## src/i2cm_pkg.sv

```systemverilog
package i2cm_pkg;

  localparam int unsigned CfgDataW = 8;
  localparam int unsigned CfgIdxW  = 1;

  localparam logic [CfgIdxW-1:0] CfgAckWaitLimit = 1'd0;
  localparam logic [CfgIdxW-1:0] CfgPhaseTicks   = 1'd1;

  localparam logic [7:0] AckWaitReset    = 8'd50;
  localparam logic [7:0] PhaseTicksReset = 8'd1;
  localparam logic [7:0] MsbMask         = 8'h80;

  localparam logic [1:0] StatOk        = 2'd0;
  localparam logic [1:0] StatBusBusy   = 2'd1;
  localparam logic [1:0] StatAddrNack  = 2'd2;
  localparam logic [1:0] StatDataNack  = 2'd3;

  typedef enum logic [1:0] {
    MODE_TICK  = 2'd0,
    MODE_WRITE = 2'd1,
    MODE_READ  = 2'd2,
    MODE_DATA  = 2'd3
  } mode_e;

  typedef enum logic [4:0] {
    S_IDLE       = 5'd0,
    S_RS_LOW     = 5'd1,
    S_START_REL  = 5'd2,
    S_START_LOW  = 5'd3,
    S_START_END  = 5'd4,
    S_BIT_LOW    = 5'd5,
    S_BIT_HIGH   = 5'd6,
    S_ACK_LOW    = 5'd7,
    S_ACK_HIGH   = 5'd8,
    S_ACK_WAIT   = 5'd9,
    S_WAIT_DATA  = 5'd10,
    S_RD_LOW     = 5'd11,
    S_RD_HIGH    = 5'd12,
    S_MACK_LOW   = 5'd13,
    S_MACK_HIGH  = 5'd14,
    S_STOP_LOW   = 5'd15,
    S_STOP_RISE  = 5'd16,
    S_STOP_REL   = 5'd17
  } seq_e;

  typedef enum logic [1:0] {
    STG_ADDR_W = 2'd0,
    STG_REG    = 2'd1,
    STG_DATA   = 2'd2,
    STG_ADDR_R = 2'd3
  } stage_e;

  typedef struct packed {
    logic [7:0] ack_wait_limit;
    logic [7:0] phase_ticks;
  } cfg_t;

  typedef struct packed {
    logic [1:0] mode;
    logic [6:0] dev_addr;
    logic [7:0] reg_addr;
    logic [7:0] byte_count;
    logic [7:0] data_byte;
    logic       sda_in;
  } item_t;

  typedef struct packed {
    seq_e       seq;
    logic [7:0] shift_byte;
    logic [3:0] bit_cnt;
    logic [7:0] bytes_left;
    logic [7:0] phase_cnt;
    logic [7:0] ack_cnt;
    logic       is_read;
    logic [6:0] dev_addr;
    logic [7:0] reg_addr;
    logic       pend_vld;
    logic [7:0] pend_byte;
    stage_e     stage;
    logic [1:0] res_status;
  } st_t;

  typedef struct packed {
    logic       scl;
    logic       sda_drive_low;
    logic       data_request;
    logic       read_valid;
    logic [7:0] read_data;
    logic       read_last;
    logic       done_res;
    logic [1:0] status;
    logic       busy_res;
  } res_t;

endpackage

```

## src/i2cm_in_if.sv

```systemverilog
interface i2cm_in_if;
  import i2cm_pkg::*;

  logic       valid;
  logic       ready;
  logic [1:0] mode;
  logic [6:0] dev_addr;
  logic [7:0] reg_addr;
  logic [7:0] byte_count;
  logic [7:0] data_byte;
  logic       sda_in;

  modport source (
    output valid, mode, dev_addr, reg_addr, byte_count, data_byte, sda_in,
    input  ready
  );

  modport sink (
    input  valid, mode, dev_addr, reg_addr, byte_count, data_byte, sda_in,
    output ready
  );

endinterface

```

## src/i2cm_out_if.sv

```systemverilog
interface i2cm_out_if;
  import i2cm_pkg::*;

  logic       valid;
  logic       ready;
  logic       scl;
  logic       sda_drive_low;
  logic       data_request;
  logic       read_valid;
  logic [7:0] read_data;
  logic       read_last;
  logic       done_res;
  logic [1:0] status;
  logic       busy_res;

  modport source (
    output valid, scl, sda_drive_low, data_request, read_valid, read_data,
           read_last, done_res, status, busy_res,
    input  ready
  );

  modport sink (
    input  valid, scl, sda_drive_low, data_request, read_valid, read_data,
           read_last, done_res, status, busy_res,
    output ready
  );

endinterface

```

## src/i2cm_step.sv

```systemverilog
module i2cm_step (
  input  i2cm_pkg::st_t   st_i,
  input  i2cm_pkg::item_t item_i,
  input  i2cm_pkg::cfg_t  cfg_i,
  output i2cm_pkg::st_t   st_o,
  output i2cm_pkg::res_t  res_o
);
  import i2cm_pkg::*;

  function automatic st_t f_load(st_t s, logic [7:0] b);
    st_t r;
    r = s;
    r.shift_byte = b;
    r.bit_cnt    = '0;
    r.seq        = S_BIT_LOW;
    return r;
  endfunction

  function automatic st_t f_stop(st_t s, logic [1:0] code);
    st_t r;
    r = s;
    r.res_status = code;
    r.seq        = S_STOP_LOW;
    return r;
  endfunction

  function automatic st_t f_next_data(st_t s);
    st_t r;
    r = s;
    if (s.bytes_left == 8'd0) begin
      r = f_stop(s, StatOk);
    end else if (s.pend_vld) begin
      r.pend_vld = 1'b0;
      r.stage    = STG_DATA;
      r = f_load(r, s.pend_byte);
    end else begin
      r.stage = STG_DATA;
      r.seq   = S_WAIT_DATA;
    end
    return r;
  endfunction

  function automatic st_t f_ack_result(st_t s, logic acked);
    st_t r;
    r = s;
    case (s.stage)
      STG_ADDR_W: begin
        if (!acked) begin
          r = f_stop(s, StatAddrNack);
        end else begin
          r.stage = STG_REG;
          r = f_load(r, s.reg_addr);
        end
      end
      STG_REG: begin
        if (s.is_read) begin
          r.stage = STG_ADDR_R;
          r.seq   = S_RS_LOW;
        end else begin
          r = f_next_data(s);
        end
      end
      STG_DATA: begin
        if (!acked) begin
          r = f_stop(s, StatDataNack);
        end else begin
          r.bytes_left = s.bytes_left - 8'd1;
          r = f_next_data(r);
        end
      end
      default: begin
        if (s.bytes_left == 8'd0) begin
          r = f_stop(s, StatOk);
        end else begin
          r.shift_byte = '0;
          r.bit_cnt    = '0;
          r.seq        = S_RD_LOW;
        end
      end
    endcase
    return r;
  endfunction

  function automatic st_t f_ack_check(st_t s, logic sda, logic [7:0] limit);
    st_t r;
    r = s;
    if (!sda) begin
      r = f_ack_result(s, 1'b1);
    end else if (s.ack_cnt >= limit) begin
      r = f_ack_result(s, 1'b0);
    end else begin
      r.ack_cnt = s.ack_cnt + 8'd1;
      r.seq     = S_ACK_WAIT;
    end
    return r;
  endfunction

  st_t        s;
  logic [7:0] limit;
  logic [8:0] phase_p1;
  logic [3:0] bit_p1;
  logic [7:0] rd_byte;
  logic       bitlow;
  logic       mack_drive;
  logic       rd_vld;
  logic       done;
  logic [1:0] done_code;

  always_comb begin
    s         = st_i;
    rd_vld    = 1'b0;
    rd_byte   = s.shift_byte;
    done      = 1'b0;
    done_code = StatOk;
    limit     = (cfg_i.phase_ticks == 8'd0) ? 8'd1 : cfg_i.phase_ticks;
    phase_p1  = {1'b0, st_i.phase_cnt} + 9'd1;
    bit_p1    = st_i.bit_cnt + 4'd1;

    case (mode_e'(item_i.mode))
      MODE_WRITE, MODE_READ: begin
        if (st_i.seq == S_IDLE) begin
          s.dev_addr   = item_i.dev_addr;
          s.reg_addr   = item_i.reg_addr;
          s.bytes_left = item_i.byte_count;
          s.is_read    = (mode_e'(item_i.mode) == MODE_READ);
          s.pend_vld   = 1'b0;
          s.stage      = STG_ADDR_W;
          s.res_status = StatOk;
          s.phase_cnt  = '0;
          s.ack_cnt    = '0;
          s.seq        = S_START_REL;
        end
      end
      MODE_DATA: begin
        if (st_i.seq != S_IDLE && !st_i.is_read) begin
          if (st_i.seq == S_WAIT_DATA) begin
            s.pend_vld  = 1'b0;
            s.phase_cnt = '0;
            s = f_load(s, item_i.data_byte);
          end else begin
            s.pend_byte = item_i.data_byte;
            s.pend_vld  = 1'b1;
          end
        end
      end
      default: begin
        if (st_i.seq == S_ACK_WAIT) begin
          s.phase_cnt = '0;
          s = f_ack_check(s, item_i.sda_in, cfg_i.ack_wait_limit);
        end else if (st_i.seq != S_IDLE) begin
          if (phase_p1 >= {1'b0, limit}) begin
            s.phase_cnt = '0;
            unique case (st_i.seq)
              S_RS_LOW:    s.seq = S_START_REL;
              S_START_REL: begin
                if (!item_i.sda_in) begin
                  s.seq     = S_IDLE;
                  done      = 1'b1;
                  done_code = StatBusBusy;
                end else begin
                  s.seq = S_START_LOW;
                end
              end
              S_START_LOW: begin
                if (item_i.sda_in) begin
                  s.seq     = S_IDLE;
                  done      = 1'b1;
                  done_code = StatBusBusy;
                end else begin
                  s.seq = S_START_END;
                end
              end
              S_START_END: begin
                s = f_load(s, {st_i.dev_addr, (st_i.stage == STG_ADDR_R)});
              end
              S_BIT_LOW:   s.seq = S_BIT_HIGH;
              S_BIT_HIGH: begin
                s.shift_byte = {st_i.shift_byte[6:0], 1'b0};
                s.bit_cnt    = bit_p1;
                if (bit_p1 >= 4'd8) begin
                  s.ack_cnt = '0;
                  s.seq     = S_ACK_LOW;
                end else begin
                  s.seq = S_BIT_LOW;
                end
              end
              S_ACK_LOW:   s.seq = S_ACK_HIGH;
              S_ACK_HIGH: begin
                s = f_ack_check(s, item_i.sda_in, cfg_i.ack_wait_limit);
              end
              S_RD_LOW:    s.seq = S_RD_HIGH;
              S_RD_HIGH: begin
                s.shift_byte = {st_i.shift_byte[6:0], item_i.sda_in};
                s.bit_cnt    = bit_p1;
                if (bit_p1 >= 4'd8) begin
                  rd_vld  = 1'b1;
                  rd_byte = s.shift_byte;
                  s.seq   = S_MACK_LOW;
                end else begin
                  s.seq = S_RD_LOW;
                end
              end
              S_MACK_LOW:  s.seq = S_MACK_HIGH;
              S_MACK_HIGH: begin
                s.bytes_left = st_i.bytes_left - 8'd1;
                if (s.bytes_left == 8'd0) begin
                  s = f_stop(s, StatOk);
                end else begin
                  s.shift_byte = '0;
                  s.bit_cnt    = '0;
                  s.seq        = S_RD_LOW;
                end
              end
              S_STOP_LOW:  s.seq = S_STOP_RISE;
              S_STOP_RISE: s.seq = S_STOP_REL;
              S_STOP_REL: begin
                s.seq     = S_IDLE;
                done      = 1'b1;
                done_code = st_i.res_status;
              end
              S_WAIT_DATA: s.seq = S_WAIT_DATA;
              default:     s.seq = S_IDLE;
            endcase
          end else begin
            s.phase_cnt = phase_p1[7:0];
          end
        end
      end
    endcase
  end

  assign st_o = s;

  always_comb begin
    bitlow     = ((s.shift_byte & MsbMask) == 8'd0);
    mack_drive = (s.bytes_left > 8'd1);
    res_o      = '0;
    res_o.scl           = 1'b1;
    res_o.sda_drive_low = 1'b0;
    unique case (s.seq)
      S_RS_LOW: begin
        res_o.scl = 1'b0;
      end
      S_START_LOW: begin
        res_o.sda_drive_low = 1'b1;
      end
      S_START_END, S_STOP_LOW: begin
        res_o.scl           = 1'b0;
        res_o.sda_drive_low = 1'b1;
      end
      S_BIT_LOW: begin
        res_o.scl           = 1'b0;
        res_o.sda_drive_low = bitlow;
      end
      S_BIT_HIGH: begin
        res_o.sda_drive_low = bitlow;
      end
      S_ACK_LOW, S_WAIT_DATA, S_RD_LOW: begin
        res_o.scl = 1'b0;
      end
      S_MACK_LOW: begin
        res_o.scl           = 1'b0;
        res_o.sda_drive_low = mack_drive;
      end
      S_MACK_HIGH: begin
        res_o.sda_drive_low = mack_drive;
      end
      S_STOP_RISE: begin
        res_o.sda_drive_low = 1'b1;
      end
      default: begin
        res_o.scl = 1'b1;
      end
    endcase
    res_o.data_request = (s.seq == S_WAIT_DATA);
    res_o.read_valid   = rd_vld;
    res_o.read_data    = rd_vld ? rd_byte : 8'd0;
    res_o.read_last    = rd_vld && (st_i.bytes_left == 8'd1);
    res_o.done_res     = done;
    res_o.status       = done ? done_code : StatOk;
    res_o.busy_res     = (s.seq != S_IDLE);
  end

endmodule

```

## src/i2c_master_register_access_top.sv

```systemverilog
// Channel | Direction | Payload
// in_s    | sink      | mode, dev_addr, reg_addr, byte_count, data_byte, sda_in
// out_s   | source    | scl, sda_drive_low, data_request, read_*, done_res, status, busy_res
// cfg     | write     | cfg_we_i, cfg_idx_i, cfg_data_i
//
// Each accepted item updates the sequencer state and loads its result into the
// output register in the same cycle, so one item is taken per clock unless out_s stalls.
// The result is registered in the output register when the item is accepted.
// A new item is taken whenever the output register is empty or being emptied.
// Reset idles the sequencer, clears the output valid and restores the config defaults.
module i2c_master_register_access_top (
  input  logic                          clk_i,
  input  logic                          rst_ni,
  i2cm_in_if.sink                       in_s,
  i2cm_out_if.source                    out_s,
  input  logic                          cfg_we_i,
  input  logic [i2cm_pkg::CfgIdxW-1:0]  cfg_idx_i,
  input  logic [i2cm_pkg::CfgDataW-1:0] cfg_data_i
);
  import i2cm_pkg::*;

  cfg_t  cfg_q;
  st_t   st_q;
  st_t   st_d;
  item_t item;
  res_t  res_d;
  res_t  res_q;
  logic  out_vld_q;
  logic  in_rdy;
  logic  in_acc;

  assign in_rdy = !out_vld_q || out_s.ready;
  assign in_acc = in_s.valid && in_rdy;
  assign in_s.ready = in_rdy;

  assign item.mode       = in_s.mode;
  assign item.dev_addr   = in_s.dev_addr;
  assign item.reg_addr   = in_s.reg_addr;
  assign item.byte_count = in_s.byte_count;
  assign item.data_byte  = in_s.data_byte;
  assign item.sda_in     = in_s.sda_in;

  i2cm_step u_step (
    .st_i   (st_q),
    .item_i (item),
    .cfg_i  (cfg_q),
    .st_o   (st_d),
    .res_o  (res_d)
  );

  always_ff @(posedge clk_i or negedge rst_ni) begin
    if (!rst_ni) begin
      cfg_q.ack_wait_limit <= AckWaitReset;
      cfg_q.phase_ticks    <= PhaseTicksReset;
    end else if (cfg_we_i) begin
      unique case (cfg_idx_i)
        CfgAckWaitLimit: cfg_q.ack_wait_limit <= cfg_data_i;
        CfgPhaseTicks:   cfg_q.phase_ticks    <= cfg_data_i;
        default:         cfg_q                <= cfg_q;
      endcase
    end
  end

  always_ff @(posedge clk_i or negedge rst_ni) begin
    if (!rst_ni) begin
      st_q      <= '0;
      out_vld_q <= 1'b0;
    end else begin
      if (in_acc) begin
        st_q <= st_d;
      end
      if (in_rdy) begin
        out_vld_q <= in_s.valid;
      end
    end
  end

  always_ff @(posedge clk_i) begin
    if (in_acc) begin
      res_q <= res_d;
    end
  end

  assign out_s.valid         = out_vld_q;
  assign out_s.scl           = res_q.scl;
  assign out_s.sda_drive_low = res_q.sda_drive_low;
  assign out_s.data_request  = res_q.data_request;
  assign out_s.read_valid    = res_q.read_valid;
  assign out_s.read_data     = res_q.read_data;
  assign out_s.read_last     = res_q.read_last;
  assign out_s.done_res      = res_q.done_res;
  assign out_s.status        = res_q.status;
  assign out_s.busy_res      = res_q.busy_res;

endmodule
```

## src/flat_wrapper.sv

```systemverilog
// flat-port wrapper written by rule: the top's interface ports become plain ports
module i2c_master_register_access_top_flat import i2cm_pkg::*;
  (clk_i, rst_ni, cfg_we_i, cfg_idx_i, cfg_data_i, in_s_valid, in_s_mode, in_s_dev_addr, in_s_reg_addr, in_s_byte_count, in_s_data_byte, in_s_sda_in, in_s_ready, out_s_valid, out_s_scl, out_s_sda_drive_low, out_s_data_request, out_s_read_valid, out_s_read_data, out_s_read_last, out_s_done_res, out_s_status, out_s_busy_res, out_s_ready);
  i2cm_in_if in_s_i ();
  i2cm_out_if out_s_i ();
  input  logic clk_i;
  input  logic rst_ni;
  input  logic cfg_we_i;
  input  logic [i2cm_pkg::CfgIdxW-1:0] cfg_idx_i;
  input  logic [i2cm_pkg::CfgDataW-1:0] cfg_data_i;
  input wire logic [$bits(in_s_i.valid)-1:0] in_s_valid;
  input wire logic [$bits(in_s_i.mode)-1:0] in_s_mode;
  input wire logic [$bits(in_s_i.dev_addr)-1:0] in_s_dev_addr;
  input wire logic [$bits(in_s_i.reg_addr)-1:0] in_s_reg_addr;
  input wire logic [$bits(in_s_i.byte_count)-1:0] in_s_byte_count;
  input wire logic [$bits(in_s_i.data_byte)-1:0] in_s_data_byte;
  input wire logic [$bits(in_s_i.sda_in)-1:0] in_s_sda_in;
  output wire logic [$bits(in_s_i.ready)-1:0] in_s_ready;
  output wire logic [$bits(out_s_i.valid)-1:0] out_s_valid;
  output wire logic [$bits(out_s_i.scl)-1:0] out_s_scl;
  output wire logic [$bits(out_s_i.sda_drive_low)-1:0] out_s_sda_drive_low;
  output wire logic [$bits(out_s_i.data_request)-1:0] out_s_data_request;
  output wire logic [$bits(out_s_i.read_valid)-1:0] out_s_read_valid;
  output wire logic [$bits(out_s_i.read_data)-1:0] out_s_read_data;
  output wire logic [$bits(out_s_i.read_last)-1:0] out_s_read_last;
  output wire logic [$bits(out_s_i.done_res)-1:0] out_s_done_res;
  output wire logic [$bits(out_s_i.status)-1:0] out_s_status;
  output wire logic [$bits(out_s_i.busy_res)-1:0] out_s_busy_res;
  input wire logic [$bits(out_s_i.ready)-1:0] out_s_ready;
  assign in_s_i.valid = in_s_valid;
  assign in_s_i.mode = in_s_mode;
  assign in_s_i.dev_addr = in_s_dev_addr;
  assign in_s_i.reg_addr = in_s_reg_addr;
  assign in_s_i.byte_count = in_s_byte_count;
  assign in_s_i.data_byte = in_s_data_byte;
  assign in_s_i.sda_in = in_s_sda_in;
  assign in_s_ready = in_s_i.ready;
  assign out_s_valid = out_s_i.valid;
  assign out_s_scl = out_s_i.scl;
  assign out_s_sda_drive_low = out_s_i.sda_drive_low;
  assign out_s_data_request = out_s_i.data_request;
  assign out_s_read_valid = out_s_i.read_valid;
  assign out_s_read_data = out_s_i.read_data;
  assign out_s_read_last = out_s_i.read_last;
  assign out_s_done_res = out_s_i.done_res;
  assign out_s_status = out_s_i.status;
  assign out_s_busy_res = out_s_i.busy_res;
  assign out_s_i.ready = out_s_ready;
  i2c_master_register_access_top u_core (.clk_i(clk_i), .rst_ni(rst_ni), .in_s(in_s_i), .out_s(out_s_i), .cfg_we_i(cfg_we_i), .cfg_idx_i(cfg_idx_i), .cfg_data_i(cfg_data_i));
endmodule
```

## config.mk

```make
export PLATFORM = sky130hd
export DESIGN_NAME = i2c_master_register_access_top_flat
export DESIGN_NICKNAME = d
export VERILOG_FILES = /design/src/i2cm_pkg.sv /design/src/i2cm_in_if.sv /design/src/i2cm_out_if.sv /design/src/i2cm_step.sv /design/src/i2c_master_register_access_top.sv /design/src/flat_wrapper.sv
export SDC_FILE = /design/constraint.sdc
export NUM_CORES = 1
export LEC_CHECK = 0
export BUFFER_PORTS_ARGS = -buffer_cell sky130_fd_sc_hd__clkbuf_2
export CAP_MARGIN = 30
export CORE_MARGIN = 4
export CORE_UTILIZATION = 35
export CTS_BUF_LIST = sky130_fd_sc_hd__clkbuf_16
export DETAILED_ROUTE_END_ITERATION = 8
export GPL_TIMING_DRIVEN = 0
export SYNTH_ARGS = -nofsm -noshare
export SYNTH_HDL_FRONTEND = slang
export SYNTH_HIERARCHICAL = 1
export SYNTH_SLANG_ARGS = --single-unit
export TNS_END_PERCENT = 10
```

## constraint.sdc

```tcl
create_clock -name clk_i -period 8.6 [get_ports clk_i]
set_input_delay 2.15 -clock clk_i [delete_from_list [all_inputs] [get_ports clk_i]]
set_output_delay 2.15 -clock clk_i [all_outputs]
set_load 0.01 [all_outputs]
```

==> flow_summary.toml, run 1 <==
[synth]
synth-seq-cells = 104
ys_types = 80
syn_nets = 1020
ys_seq_area_share_pct = 31.5
synthesis.instances = 947
synth-main-ff-cell = "dfrtp_1"
synthArstFlopShare_pct = 83.7
ys_warn_count = 6
synth_edf_count = 17
syn_area_sq_um = 8550
syn_area_per_cell_sq_um = 9.03

[min_path]
hold_class = "flip-flop to flip-flop"

[global_route]
gr-total-overflow = 0
grt_pass1_vias = 7785
grt_usage_pct = 21.1
met2_usage_pct = 33.0
use_met3_pct = 3.36
grt_pass1_wl_mm = 44.6
grt_max_degree = 61
antenna_found_initial = 0
use_met1_pct = 29.1
busiest_layer = "met2"

[worst_setup_path]
cpMostUsedCell = "clkbuf_1"
critPathLaunchType = "input port"
crit_arrival_ns = 5.73
required_ns = 8.89
critPathMaxStageDelay_ns = 0.57
path_class = "input port to flip-flop"
critical_path.cell_chain = "clkbuf_2, inv_1, ha_1, clkbuf_1, clkbuf_1, clkbuf_1, clkbuf_1, clkbuf_1, o221ai_1, o22ai_1, mux2_4"
cp-end-kind = "flip-flop"
worstPathBufferInverterCount = 7
slowest_stage = "clkbuf_1"
worst-path-max-fanout = 10
crit_family = "buffers and inverters"

[finish]
final_cell_mix = "nand2_1 (99), dfrtp_1 (83), o21ai_0 (76), mux2_4 (69), clkbuf_2 (65)"
drive_above_1_share_pct = 22.1
num_antenna_cells = 0
final_common_cell = "nand2_1"
fillers = 2406
nets = 1104
syn2layout_area_growth_pct = 12.7

[timing]
max_slew_margin_pct = 30.7
fin_crit_ns = 5.43
final.period_utilization_pct = 63.2
final-setup-viol-count = 0
worst_pin_slew_ns = 1.03
fin_hold_ws_ns = 0.507
hold_viol_final = 0
maxSlewViolCount = 0
setup_ws_ns = 3.17
fin_tns_setup_ns = 0
fmax_mhz = 184
rsz0062_at_grt = "no"
skew_ns = 0.00831

[pwr]
p_total_w = 0.00219
ir_worst_vdd_mv = 0.114
p_leak_nw = 4.23
p_per_area_nw_per_um2 = 228

[detailed_routing]
drt_pass1_iterations = 6
drt-total-wl_mm = 28.3
wl_per_cell_um = 20.9
first_iter_violations = 677
viasPerCell = 5.95
drc_errors = 0
ant_nets = 0
vias = 8064

[floorplan]
start_util_pct = 36.0
ios = 67
die_w_um = 164
fp-row-count = 56
design.die.area_sq_um = 27000
design.core.area_sq_um = 23800
die_h_um = 164

[clocking]
cts_setup_buffers = 0
clkTransAtPathRegs_ns = 0.07
cts_max_level = 3
cts_resized = 0
clockBufferDepth = 2
cts_buffers = 9
ctsHoldBuffers = 0
cts_tree = "built"
clk_latency_ns = 0.36
root_buffer = "clkbuf_16"
cts_sinks = 104

[status]
status = "finished, final reports clean"

[placed_design]
gp_congestion = 0.987
hpwl_mm = 21.0
pre_cts_ws_ns = 2.88
portBuffers = 66

[run]
maxCapViolations = 0
## sequential cells by signal, indices dropped and copies added, names as in the netlist
signal                      count
u_core/out_s.read_data          8
u_core/out_s.sda_drive_low      1
u_core/cfg_q                   16
u_core/out_s.valid              1
u_core/out_s.scl                1
u_core/out_s.busy_res           1
u_core/out_s.status             2
u_core/out_s.read_last          1
u_core/st_q                    70
u_core/out_s.data_request       1
u_core/out_s.done_res           1
u_core/out_s.read_valid         1
## cell usage after synthesis, types with 7 or more instances
library cell  number  share of area, %
nand2_1           99               4.3
dfrtp_1           83                24
o21ai_0           76               4.5
mux2_4            69                12
a21oi_1           62               3.6
nor2_1            62               2.7
clkbuf_1          45               2.0
inv_1             38               1.7
ha_1              25               3.7
mux2_2            25               3.3
nand3_1           21               1.2
a22o_1            18               1.8
nor3_1            18               1.1
edfxtp_1          17               6.0
a221oi_1          16               1.6
mux2i_1           16               1.9
o211ai_1          13               1.1
a22oi_1           12               1.1
o22ai_1           12              0.88
a211oi_1          11              0.97
and3_1            10              0.73
o31ai_1           10              0.88
a31oi_1            9              0.66
and2_1             9              0.66
buf_6              9               1.2
a32oi_1            8              0.82
buf_2              8              0.47
xnor2_1            8              0.82
a31o_2             7              0.72
nand2b_1           7              0.51
nor4_1             7              0.51
xor2_1             7              0.72
## worst paths after layout
path / start / endpoint / slack (ns) / cells after the start
min in group asynchronous: rst_ni / u_core/st_q[16] / 1.77 / 1
max in group asynchronous: rst_ni / u_core/cfg_q[13] / 6.11 / 2
worst max register to register: u_core/st_q[37] / u_core/out_s.sda_drive_low / 3.71 / 16
worst min register to register: u_core/cfg_q[11] / u_core/cfg_q[11] / 0.51 / 1
worst min-delay path: u_core/cfg_q[11] / u_core/cfg_q[11] / 0.51 / 1
worst max-delay path: in_s_mode[0] / u_core/st_q[63] / 3.17 / 11
## logic make-up after synthesis
logic type / after synthesis / synth area share [%]
AO/OA/AOI/OAI: 309 / 24.2
AND/OR/NAND/NOR: 274 / 15.8
multiplexers: 111 / 17.4
buffers and inverters: 109 / 5.88
flip-flops: 104 / 31.5
adder cells (fa/ha/maj): 25 / 3.66
XOR/XNOR: 15 / 1.54
## worst reg2reg max path, cell delays in order (launching register included)
cell      delay [ns]
dfrtp_1         0.43
ha_1            0.28
and3_1          0.25
and3_1          0.24
xnor2_1         0.14
ha_1            0.29
a21o_1          0.16
a221oi_1        0.35
o21a_1          0.23
buf_2           0.29
nand2_1         0.33
nor3_2          0.61
a221oi_1        0.33
inv_2           0.16
nor2_1          0.06
or4_1           0.52
nand3_1         0.10
## metrics by stage
stage	util, %	cell area (sq um)	cells
floorplan	-	8550	947
global placement	39.1	9280	1332
detailed placement	39.3	9340	1339
CTS	40.5	9630	1355
global route	40.5	9630	1355
finish	40.5	9630	1355
## report_power, final
group / internal (W) / leakage (nW) / switching [W]
Sequential: 0.000613 / 1.29 / 0.000116
Combinational: 0.000451 / 2.79 / 0.000589
Clock: 0.000225 / 0.148 / 0.000198
Total: 0.00129 / 4.23 / 0.000904
## routing by layer
metal / share of wire, % / vias to the layer above
met3: 8.2 / 61
met5: 0 / -
met4: 3.4 / 0
met2: 45 / 379
met1: 43 / 3900
li1: - / 3724
## area by class of cell
class / instances / area, sq um / share of cell area, %
multi-input combinational: 734 / 5350 / 55.6
buffer: 69 / 348 / 3.61
timing repair buffer: 73 / 393 / 4.08
sequential: 104 / 2690 / 28.0
tap: 319 / 399 / 4.15
clock inverter: 7 / 65.1 / 0.676
inverter: 40 / 155 / 1.61
clock buffer: 9 / 225 / 2.34
(Power assumes the default switching activity.)
==> run 2: changes to the inputs <==
--- a/config.mk
+++ b/config.mk
@@ -5,6 +5,7 @@
 export SDC_FILE = /design/constraint.sdc
 export NUM_CORES = 1
 export LEC_CHECK = 0
+export ABC_AREA = 1
 export BUFFER_PORTS_ARGS = -buffer_cell sky130_fd_sc_hd__clkbuf_2
 export CAP_MARGIN = 30
 export CORE_MARGIN = 4
==> constraint.sdc (replaced) <==
create_clock -name clk_i -period 5.6 [get_ports clk_i]
set_input_delay 1.4 -clock clk_i [delete_from_list [all_inputs] [get_ports clk_i]]
set_output_delay 1.4 -clock clk_i [all_outputs]
set_load 0.01 [all_outputs]
==> run 2 against run 1 <==
Clock power grew 50%. Sequential cell count unchanged. Count of clock-buffer cells in the layout did not move. Via count rose by 20%. Clock skew up 0.0016 ns. Core utilization fell by 0.77 points. Critical path depth did not move. Critical endpoint unchanged. Worst setup slack worse by 1.7 ns.
==> flow_summary.toml, run 2 <==
[status]
status = "finished, final reports clean"

[placed_design]
gp_congestion = 1.01
hpwl_mm = 24.4
portBuffers = 65
dpl-instance-area_sq_um = 9690

[floorplan]
start_util_pct = 35.5
design.die.area_sq_um = 28100
die_w_um = 168
fp-row-count = 58
design.core.area_sq_um = 25100
die_h_um = 168
ios = 67

[finish]
largest_reg_flops = 70
drive_above_1_share_pct = 15.2
utilization_pct = 39.8
final_cell_mix = "nand2_1 (403), nand3_1 (128), inv_1 (123), o21ai_0 (117), dfrtp_1 (83)"
fin_area_sq_um = 9980
num_antenna_cells = 0
max_flop_register = "u_core/st_q"
syn2layout_area_growth_pct = 11.9
nets = 1490
final_common_cell = "nand2_1"

[synth]
ys_warn_count = 6
synth-main-ff-cell = "dfrtp_1"
yosysTopAreaCell = "dfrtp_1"
ys_types = 58
synth_area_leaders = "dfrtp_1 (23%), nand2_1 (17%), nand3_1 (7.2%)"
syn_area_sq_um = 8920
syn_nets = 1413
synth-seq-cells = 104
syn_area_per_cell_sq_um = 6.66
synth_edf_count = 17
ys_seq_area_share_pct = 30.2
yosysTopAreaCellShare_pct = 23.3
yosysMostFrequentCell = "nand2_1"
synthesis.instances = 1340
synth_commonest_cells = "nand2_1 (403), nand3_1 (128), inv_1 (123), o21ai_0 (117), dfrtp_1 (83)"
synthArstFlopShare_pct = 83.7

[timing]
fmax_mhz = 244
maxSlewViolCount = 0
max_slew_margin_pct = 39.6
final-setup-viol-count = 0
fin_tns_setup_ns = 0
skew_ns = 0.00996
fin_crit_ns = 4.10
rsz0062_at_grt = "no"
hold_viol_final = 0
worst_pin_slew_ns = 0.900
final.period_utilization_pct = 73.3

[clocking]
clk_latency_ns = 0.36
cts_sinks = 104
ctsHoldBuffers = 0
cts_setup_buffers = 0
cts_tree = "built"
cts_buffers = 9
clockBufferDepth = 2
clkTransAtPathRegs_ns = 0.08
root_buffer = "clkbuf_16"
cts_resized = 0
cts_max_level = 3

[pwr]
p_switching_w = 0.00177
pwr-share-seq_pct = 30.8
power.share.clock_pct = 17.8
p_leak_nw = 4.93
p_comb_share_pct = 51.4
p_per_area_nw_per_um2 = 356
internal_power_w = 0.00178
swShare_pct = 49.7
ir_worst_vdd_mv = 0.162

[worst_setup_path]
path_class = "input port to flip-flop"
required_ns = 5.90
worstSetupStartpoint = "in_s_mode[0]"
worst-path-max-fanout = 10
cp-end-kind = "flip-flop"
critPathLaunchType = "input port"
crit_arrival_ns = 4.41
reg2reg_from = "u_core/st_q[37]"

[detailed_routing]
wl_per_cell_um = 18.3
drc_errors = 0
first_iter_violations = 913
drt-total-wl_mm = 32.1
drt_pass1_iterations = 5
ant_nets = 0
vias = 9672
viasPerCell = 5.52

[global_route]
antenna_found_initial = 0
grt_usage_pct = 22.4
grt_pass1_wl_mm = 50.6
grt_max_degree = 52
gr-total-overflow = 0
grt_pass1_vias = 8940

[run]
maxCapViolations = 0

[min_path]
worstHoldStart = "u_core/st_q[22]"
hold_class = "flip-flop to flip-flop"
## run 2: changes by cell type in the layout (fill, tap and decap cells not counted), moves of 20 or more
cell / before / now
o21ai_0: 76 / 117
inv_2: 1 / 26
nand3_1: 21 / 128
a21oi_1: 62 / 42
mux2_4: 69 / 0
nand2_1: 99 / 403
mux2_2: 25 / 0
inv_1: 40 / 123
clkbuf_1: 45 / 18
## run 2: worst paths after layout
check | cells after the start | slack, ns | to
min in group asynchronous | 1 | 1.05 | u_core/cfg_q[2]
worst max-delay path | 11 | 1.50 | u_core/st_q[63]
worst min-delay path | 2 | 0.48 | u_core/st_q[22]
max in group asynchronous | 2 | 3.87 | u_core/st_q[67]
worst max register to register | 20 | 1.61 | u_core/st_q[63]
worst min register to register | 2 | 0.48 | u_core/st_q[22]
## run 2: cell families after synthesis
family          after synthesis  synth area share [%]
fa+ha+maj                    25                  3.50
simple gates                701                  35.5
mux                           1                 0.112
xor+xnor                     15                  1.47
flops                       104                  30.2
compound gates              280                  19.0
buf+inv                     214                  10.3
## run 2: metrics by stage
| step | power, W | instances | setup WS (ns) | hold slack [ns] |
|---|---|---|---|---|
| final | 0.00355 | 1752 | 1.50 | 0.479 |
| after global routing | 0.00381 | 1752 | 1.27 | 0.505 |
| after CTS | 0.00353 | 1752 | 1.61 | 0.477 |
| after detailed placement | 0.00288 | 1736 | 1.24 | 0.459 |
| after global placement | 0.00286 | 1735 | 1.23 | 0.453 |
| after floorplan | 0.00235 | 1340 | 2.28 | 0.437 |
## run 2: layer usage
layer / up-vias / routed length [um] / GRT usage [%]
li1: 4665 / - / -
met1: 4531 / 14600 / 33.0
met2: 430 / 14000 / 33.7
met3: 46 / 2700 / 3.47
met4: 0 / 824 / 7.20
met5: - / 0 / 0
## run 2: power by group through the flow
stage / Clock (W) / Sequential (W) / Combinational [W]
6_report: 0.000633 / 0.00109 / 0.00182
5_1_grt: 0.000677 / 0.00112 / 0.00201
4_1_cts: 0.000650 / 0.00109 / 0.00179
3_5_place_dp: 0 / 0.00111 / 0.00178
3_3_place_gp: 0 / 0.00110 / 0.00176
2_1_floorplan: 0 / 0.00106 / 0.00129
## run 2: critical path: stages
cell and delay [ns]:
clkbuf_2 0.09, inv_1 0.07, ha_1 0.43, inv_1 0.18
clkbuf_1 0.31, nor2_1 0.71, clkbuf_1 0.56, o311ai_0 0.28
o211ai_1 0.20, nand3_1 0.10, nand2_1 0.07
## run 2: final cells by class
type	instances	area, sq um
clock inverters	7	66.3
well taps	330	413
repair buffers	66	355
multi-input cells	1022	5320
clock buffers	9	225
fillers	2775	15100
inverters	156	593
plain buffers	58	324
flip-flops and latches	104	2690
==> run 3: changes to the inputs <==
==> constraint.sdc (replaced) <==
create_clock -name clk_i -period 4 [get_ports clk_i]
set_input_delay 1 -clock clk_i [delete_from_list [all_inputs] [get_ports clk_i]]
set_output_delay 1 -clock clk_i [all_outputs]
set_load 0.01 [all_outputs]
==> run 3 against run 2 <==
Total power is 41% higher. Cell count stayed put. Design area up 0.41%. Via count is 0.23% lower. Wire length about the same. Sequential power grew 40%. Non-clock buffer count unchanged. Count of clock-buffer cells in the layout unchanged. Clock power increased by 41%. Clock skew is 0.0011 ns higher. Hold slack about the same. Critical path type unchanged. Largest power group unchanged.
==> flow_summary.toml, run 3 (synthesized netlist as in run 2, its figures left out) <==
[timing]
fmax_mhz = 266
fin_tns_setup_ns = 0
maxSlewViolCount = 0
hold_viol_final = 0
final-setup-viol-count = 0
fin_crit_ns = 3.76
worst_pin_slew_ns = 0.862
skew_ns = 0.0111
rsz0062_at_grt = "no"
final.period_utilization_pct = 94.0
max_slew_margin_pct = 42.2

[status]
status = "finished, final reports clean"

[worst_setup_path]
required_ns = 4.30
cp-end-kind = "flip-flop"
reg2reg_to = "u_core/st_q[58]"
critPathMaxStageDelay_ns = 0.72
worst-path-max-fanout = 10
worstPathBufferInverterCount = 5
crit_arrival_ns = 4.06
slowest_stage = "nor2_1"
ff2ff_path_depth = 19
critical_path.cell_chain = "clkbuf_2, inv_1, ha_1, inv_1, clkbuf_1, nor2_1, clkbuf_1, o311ai_0, o211ai_1, nand3_1, nand2_1"
worst-path-stages = 11
critPathLaunchType = "input port"
r2r_slack_ns = 0.33
reg2reg_from = "u_core/st_q[37]"
crit_family = "buffers and inverters"
path_class = "input port to flip-flop"

[global_route]
gr-total-overflow = 0
antenna_found_initial = 0
grt_pass1_vias = 8940
grt_pass1_wl_mm = 50.6
grt_max_degree = 52
grt_usage_pct = 22.4

[finish]
drive_above_1_share_pct = 15.9
syn2layout_area_growth_pct = 12.3
largest_reg_flops = 70
final_common_cell = "nand2_1"
utilization_pct = 39.9
max_flop_register = "u_core/st_q"
nets = 1490
final_cell_mix = "nand2_1 (401), nand3_1 (127), inv_1 (121), o21ai_0 (117), dfrtp_1 (82)"
num_antenna_cells = 0
fin_area_sq_um = 10000

[placed_design]
gp_congestion = 1.01
portBuffers = 65
hpwl_mm = 24.4
dpl-instance-area_sq_um = 9690

[min_path]
hold_class = "flip-flop to flip-flop"
hold_end = "u_core/st_q[12]"
min_path_cells = 2
worstHoldStart = "u_core/st_q[12]"

[pwr]
p_total_w = 0.00501
ir_worst_vdd_mv = 0.228
p_per_area_nw_per_um2 = 500
p_leak_nw = 4.94

[floorplan]
die_h_um = 168
fp-row-count = 58
die_w_um = 168
ios = 67
design.core.area_sq_um = 25100
start_util_pct = 35.5
design.die.area_sq_um = 28100

[clocking]
clk_latency_ns = 0.36
cts_buffers = 9
clkTransAtPathRegs_ns = 0.08
cts_sinks = 104
cts_max_level = 3
clockBufferDepth = 2
root_buffer = "clkbuf_16"
cts_setup_buffers = 0
cts_tree = "built"
cts_resized = 0
ctsHoldBuffers = 0

[detailed_routing]
viasPerCell = 5.51
vias = 9650
drc_errors = 0
ant_nets = 0
drt_pass1_iterations = 5
drt-total-wl_mm = 32.1
wl_per_cell_um = 18.3
first_iter_violations = 924

[run]
maxCapViolations = 0
## run 3: cell counts in the layout (fill, tap and decap cells not counted)
Identical to the previous run, type by type.
## run 3: per-layer routing
layer	vias up	part of all wire [%]	GRT usage, %
met5	-	0	0
met4	0	2.7	7.20
met3	50	7.9	3.47
met2	406	44	33.7
met1	4537	46	33.0
li1	4657	-	-
## run 3: how the worst max path moves through the flow
stage	from	to	slack, ns
detailed placement	in_s_mode[0]	u_core/st_q[63]	0.04
global placement	in_s_mode[0]	u_core/st_q[63]	0.03
global route	u_core/st_q[37]	u_core/out_s.sda_drive_low	0.05
floorplan	u_core/st_q[39]	u_core/out_s.sda_drive_low	0.97
finish	in_s_mode[0]	u_core/st_q[63]	0.24
CTS	u_core/st_q[37]	u_core/st_q[63]	0.05
## run 3: power breakdown
part / internal [W] / switching [W]
Clock: 0.000438 / 0.000454
Combinational: 0.000783 / 0.00180
Sequential: 0.00129 / 0.000242
## run 3: worst min-delay path, stage by stage, from the launching register on
cell     delay [ns]
dfrtp_1        0.35
nand2_1        0.05
nand2_1        0.05
## run 3: final cells by class
class                           count  area (sq um)
Fill cell                        2774         15100
Multi-Input combinational cell   1022          5350
Sequential cell                   104          2690
Inverter                          156           593
Tap cell                          330           413
Timing Repair Buffer               66           355
Buffer                             58           325
Clock buffer                        9           225
Clock inverter                      7          66.3
## run 3: through the flow
stage,std cells,setup WS (ns),hold WS (ns)
floorplan,1340,0.967,0.437
global placement,1735,0.0308,0.453
detailed placement,1736,0.0393,0.459
CTS,1752,0.0542,0.477
global route,1752,0.0455,0.505
finish,1752,0.241,0.478
